--- src/hdl/ptdt_pkg.sv ---
`timescale 1ns / 1ps
// Shared types and constants for the prime trial-division tester.
// Depends on nothing; ptdt_cell, ptdt_chain, the top level and the testbench import it.
package ptdt_pkg;

   // Width of one prime table entry.
   localparam int TABLE_BITS = 32;

   // Number of primes present in the table after reset.
   localparam int SEED_COUNT = 5;

   // Command codes carried in the request tuser bit.
   localparam logic CMD_APPEND = 1'b0;
   localparam logic CMD_TEST   = 1'b1;

   // Controller states, one-hot.
   typedef enum logic [2:0] {
      ST_IDLE = 3'b001,
      ST_WALK = 3'b010,
      ST_DONE = 3'b100
   } state_type;

   // What one divider cell hands to the next one.
   typedef struct packed {
      logic                  valid;
      logic [TABLE_BITS-1:0] divisor;
      logic [TABLE_BITS-1:0] rem;
   } lane_type;

   // Primes that the table holds from reset, by index.
   function automatic logic [TABLE_BITS-1:0] seed_prime(input logic [2:0] idx);
      logic [TABLE_BITS-1:0] p;
      case (idx)
         3'd0:    p = TABLE_BITS'(2);
         3'd1:    p = TABLE_BITS'(3);
         3'd2:    p = TABLE_BITS'(5);
         3'd3:    p = TABLE_BITS'(7);
         3'd4:    p = TABLE_BITS'(11);
         default: p = '0;
      endcase
      return p;
   endfunction

endpackage

--- src/hdl/ptdt_cell.sv ---
`timescale 1ns / 1ps
// One restoring-division step: brings in one dividend bit, settles one quotient bit.
// Depends on ptdt_pkg for the lane type.
module ptdt_cell #(
   parameter int VALUE_BITS = 32
) (
   input  logic                   clock,
   input  logic                   reset,
   input  logic                   flush,
   input  logic                   dividend_bit,
   input  ptdt_pkg::lane_type     lane_in,
   input  logic [VALUE_BITS-1:0]  quo_in,
   output ptdt_pkg::lane_type     lane_out,
   output logic [VALUE_BITS-1:0]  quo_out
);
   import ptdt_pkg::*;

   logic                  valid_ff;
   logic [TABLE_BITS-1:0] div_ff;
   logic [TABLE_BITS-1:0] rem_ff;
   logic [VALUE_BITS-1:0] quo_ff;

   logic [TABLE_BITS:0]   shifted;
   logic [TABLE_BITS:0]   diff;
   logic                  take;
   logic [TABLE_BITS-1:0] rem_in;
   logic [VALUE_BITS-1:0] quo_next;

   // Shift the next dividend bit into the partial remainder and try the subtract.
   // The remainder stays below the divisor, so the shifted value fits one extra bit.
   always_comb begin
      shifted  = {lane_in.rem, dividend_bit};
      diff     = shifted - {1'b0, lane_in.divisor};
      take     = (shifted >= {1'b0, lane_in.divisor});
      rem_in   = take ? diff[TABLE_BITS-1:0] : shifted[TABLE_BITS-1:0];
      quo_next = {quo_in[VALUE_BITS-2:0], take};
   end

   // Valid bit; a flush drops whatever the cell holds.
   always_ff @(posedge clock) begin
      if (reset || flush) begin
         valid_ff <= 1'b0;
      end else begin
         valid_ff <= lane_in.valid;
      end
   end

   // Payload moves on every cycle.
   always_ff @(posedge clock) begin
      div_ff <= lane_in.divisor;
      rem_ff <= rem_in;
      quo_ff <= quo_next;
   end

   assign lane_out.valid   = valid_ff;
   assign lane_out.divisor = div_ff;
   assign lane_out.rem     = rem_ff;
   assign quo_out          = quo_ff;

endmodule

--- src/hdl/ptdt_chain.sv ---
`timescale 1ns / 1ps
// Row of division cells: a new divisor may enter each cycle, and its quotient
// and remainder leave the last cell. Depends on ptdt_pkg, ptdt_cell.
module ptdt_chain #(
   parameter int VALUE_BITS = 32
) (
   input  logic                   clock,
   input  logic                   reset,
   input  logic                   flush,
   input  logic [VALUE_BITS-1:0]  dividend,
   input  ptdt_pkg::lane_type     lane_in,
   output ptdt_pkg::lane_type     lane_out,
   output logic [VALUE_BITS-1:0]  quo_out
);
   import ptdt_pkg::*;

   lane_type              lane [VALUE_BITS+1];
   logic [VALUE_BITS-1:0] quo  [VALUE_BITS+1];

   assign lane[0] = lane_in;
   assign quo[0]  = '0;

   // Cell k settles quotient bit VALUE_BITS-1-k, most significant first.
   for (genvar k = 0; k < VALUE_BITS; k++) begin : g_cell
      ptdt_cell #(
         .VALUE_BITS (VALUE_BITS)
      ) u_cell (
         .clock        (clock),
         .reset        (reset),
         .flush        (flush),
         .dividend_bit (dividend[VALUE_BITS-1-k]),
         .lane_in      (lane[k]),
         .quo_in       (quo[k]),
         .lane_out     (lane[k+1]),
         .quo_out      (quo[k+1])
      );
   end

   assign lane_out = lane[VALUE_BITS];
   assign quo_out  = quo[VALUE_BITS];

endmodule

--- config.mk ---
export PLATFORM = sky130hd
export DESIGN_NAME = ptdt_chain
export DESIGN_NICKNAME = d
export VERILOG_FILES = /design/src/hdl/ptdt_pkg.sv /design/src/hdl/ptdt_cell.sv /design/src/hdl/ptdt_chain.sv
export SDC_FILE = /design/constraint.sdc
export NUM_CORES = 2
export LEC_CHECK = 0
export CAP_MARGIN = 20
export CELL_PAD_IN_SITES_DETAIL_PLACEMENT = 0
export CELL_PAD_IN_SITES_GLOBAL_PLACEMENT = 2
export CORE_MARGIN = 2
export CORE_UTILIZATION = 44
export CTS_CLUSTER_DIAMETER = 150
export DETAILED_ROUTE_END_ITERATION = 7
export DONT_BUFFER_PORTS = 1
export PLACE_DENSITY = 0.86
export SLEW_MARGIN = 20
export SYNTH_ARGS = -nofsm -noshare
export SYNTH_HDL_FRONTEND = slang
export SYNTH_SLANG_ARGS = --single-unit
--- constraint.sdc ---
create_clock -name clock -period 8.84 [get_ports clock]
set_clock_uncertainty 0.15 [all_clocks]
set_input_delay 0.884 -clock clock [delete_from_list [all_inputs] [get_ports clock]]
set_output_delay 0.884 -clock clock [all_outputs]
set_load 0.1 [all_outputs]
==> results.py <==
metrics = {
    "final_layout": {
        "area_growth_pct": 12.2,
        "layout_common_cells": "2608 x dfxtp_1, 1328 x inv_1, 1146 x a21oi_1",
        "final_core_util_pct": 49.7,
        "drive_gt1_share_pct": 8.23,
        "final_common_cell": "dfxtp_1",
        "final_nets": 14123,
        "nFillCells": 25326,
        "fin_area_sq_um": 135000,
    },
    "placement": {
        "placed_area_sq_um": 124000,
        "place_hpwl_um": 254000,
        "port_buffers": 0,
        "finalWeightedCongestion": 0.904,
    },
    "clocking": {
        "cts_sinks": 2608,
        "clkSlewWorstSetupHoldPaths_ns": 0.06,
        "h-tree-depth": 5,
        "clockBufferDepth": 4,
        "cts_tree": "yes",
        "insertion_delay_ns": 0.90,
        "clock-root-buffer": "clkbuf_16",
        "numCtsBuffers": 290,
        "cts_resized": 0,
    },
    "route": {
        "routedWlPerCell_um": 19.4,
        "drcViolationCount": 0,
        "routed_wl_um": 325000,
        "drt_first_pass_iters": 6,
        "viasPerCell": 5.32,
        "detail-route-antenna-nets": 0,
        "vias": 89201,
        "drt-initial-drc-count": 6041,
    },
    "timing": {
        "max_clock_freq_ghz": 0.217,
        "layout_min_cycle_time_ns": 4.61,
        "tightestPinTransition_ns": 1.05,
        "setup_viol": 0,
        "relSlewSlack_pct": 27.9,
        "finalSetupTns_ns": 0,
        "final-hold-violation-count": 0,
        "timing.final.crit_share_pct": 52.2,
        "slew_viol_final": 0,
        "rsz0062_at_grt": "no",
    },
    "synthesis": {
        "yosys.cell_types.count": 109,
        "synthCells": 12860,
        "yosysWarnings": 0,
        "synthArstFlopShare_pct": 0,
        "avgSynthCellArea_sq_um": 9.34,
        "synth_edf_count": 0,
        "synth-seq-area-share_pct": 43.5,
        "synth_area_sq_um": 120000,
        "synth_fp_nets": 14016,
        "yosys_register_bits": 2608,
        "ys.flop_type": "dfxtp_1",
    },
    "power_and_ir_drop": {
        "irDropWorstVdd_mv": 0.278,
        "powerDensity_nw_per_um2": 459,
        "leakage_nw": 62.0,
    },
    "setup_path": {
        "critPathArrivalTime_ns": 5.24,
        "critPathKind": "flip-flop to flip-flop",
        "cp-end-kind": "flip-flop",
        "startpoint_type": "flip-flop",
        "crit_required_ns": 9.46,
        "path_max_fanout": 17,
    },
    "status": {
        "run_status": "finished clean",
    },
    "floorplan": {
        "initial_utilization_pct": 44.3,
        "dieArea_sq_um": 277000,
        "core_sq_um": 271000,
        "die_w_um": 527,
        "fp.dieH_um": 527,
        "ios": 197,
        "std_cell_rows": 191,
    },
    "global_route": {
        "antenna_found_initial": 9,
        "grt_pass1_vias": 88046,
        "grt_pass1_wl_um": 505000,
        "grt_max_degree": 64,
        "track_usage_pct": 22.8,
        "gr-total-overflow": 0,
    },
    "min_path": {
        "hold_path.class": "input pin to flip-flop",
    },
    "run": {
        "maxCapViolCount": 0,
    },
}
-- layout make-up --
type / count / area, sq um / share of cell area (%)
clock buffer: 379 / 8160 / 6.05
antenna: 8 / 20.0 / 0.0149
inverter: 1330 / 5000 / 3.71
tap: 3570 / 4470 / 3.31
sequential: 2608 / 52200 / 38.7
timing repair buffer: 120 / 1180 / 0.878
clock inverter: 146 / 2030 / 1.50
multi-input combinational: 8617 / 61700 / 45.8
-- logic make-up (layout without fill, tap and decap cells) --
family | after synthesis | count (layout) | share of synthesized area (%)
xor+xnor | 842 | 842 | 6.14
fa+ha+maj | 1056 | 1056 | 11.2
simple gates | 2758 | 2758 | 10.9
buf+inv | 1635 | 1975 | 5.33
mux | 505 | 505 | 4.79
flops | 2608 | 2608 | 43.5
compound gates | 3456 | 3456 | 18.1
other cells | 0 | 8 | 0
-- Yosys cell counts (all sizes together), types with 34 or more instances --
cell / instances / area, sq um
o211ai: 53 / 403
nor2b: 152 / 951
nand4: 180 / 1130
nor2: 753 / 2830
o21a: 138 / 1040
nand3: 189 / 946
xnor2: 503 / 4410
nand2: 808 / 3030
a21o: 533 / 4000
dfxtp: 2608 / 52200
and3: 107 / 669
o21ai: 767 / 3850
and2: 90 / 563
a211oi: 101 / 773
inv: 1330 / 5000
nor3: 152 / 776
buf: 106 / 658
o21bai: 143 / 1070
ha: 1024 / 12800
mux2: 471 / 5410
a21boi: 44 / 330
mux2i: 34 / 340
xor2: 339 / 2970
or3: 49 / 307
a31oi: 106 / 676
clkbuf: 199 / 747
a21oi: 1151 / 5770
nand2b: 113 / 709
o31ai: 94 / 739
-- per-stage QoR --
stage | power (mW) | cells | setup WS, ns | hold WS (ns)
after CTS | 62.2 | 16770 | 4.20 | 0.00000788
after global placement | 48.9 | 16153 | 4.07 | 0.159
after global routing | 66.4 | 16772 | 3.90 | 0.0194
after detailed placement | 49.0 | 16156 | 3.95 | 0.162
final | 61.9 | 16778 | 4.23 | 0.0673
after floorplan | 41.6 | 12860 | 5.07 | 0.160
-- final timing paths --
path / depth (start not counted) / endpoint / slack (ns) / startpoint
max: 13 / g_cell[3].u_cell.rem_ff[16]$_DFF_P_ / 4.23 / g_cell[2].u_cell.div_ff[1]$_DFF_P_
min: 2 / g_cell[20].u_cell.rem_ff[0]$_DFF_P_ / 0.07 / dividend[11]
max reg2reg: 13 / g_cell[3].u_cell.rem_ff[16]$_DFF_P_ / 4.23 / g_cell[2].u_cell.div_ff[1]$_DFF_P_
min reg2reg: 0 / g_cell[30].u_cell.quo_out[8]$_DFF_P_ / 0.15 / g_cell[29].u_cell.quo_out[7]$_DFF_P_
-- repair_timing --
item,in CTS,in global routing
hold buffers,89,0
endpoints found under the hold margin,89,0
buffers inserted,0,0
-- sequential cells by signal, indices dropped and copies added, names as in the netlist --
name and cells:
g_cell.u_cell.div_ff 1024, g_cell.u_cell.quo_out 528, g_cell.u_cell.valid_ff 32, g_cell.u_cell.rem_ff 1024
-- power breakdown --
part / total (mW) / switching [mW] / leakage, nW / internal (mW)
registers: 19.8 / 3.75 / 22.0 / 16.0
clock network: 12.7 / 5.01 / 4.98 / 7.71
logic: 29.4 / 16.4 / 35.1 / 13.0
-- layer usage --
metal  up-vias  routed length [um]  global-route usage [%]
li1      44940                   -                       -
met1     41981              149000                    30.1
met2      1777              155000                    39.5
met3       503               12600                    2.53
met4         0                8360                    5.92
met5         -                   0                       0
-- worst max-delay path, stage by stage (launching register included) --
cell,delay [ns]
dfxtp_1,0.38
inv_1,0.07
ha_1,0.30
nor2b_1,0.15
o31a_1,0.27
o21bai_1,0.25
a21boi_1,0.18
a2111oi_2,0.55
nor4_2,0.11
a31oi_2,0.35
o211a_1,0.39
or2_1,0.59
buf_4,0.36
mux2_2,0.37
Note: power is estimated with default switching activity, not from simulation.
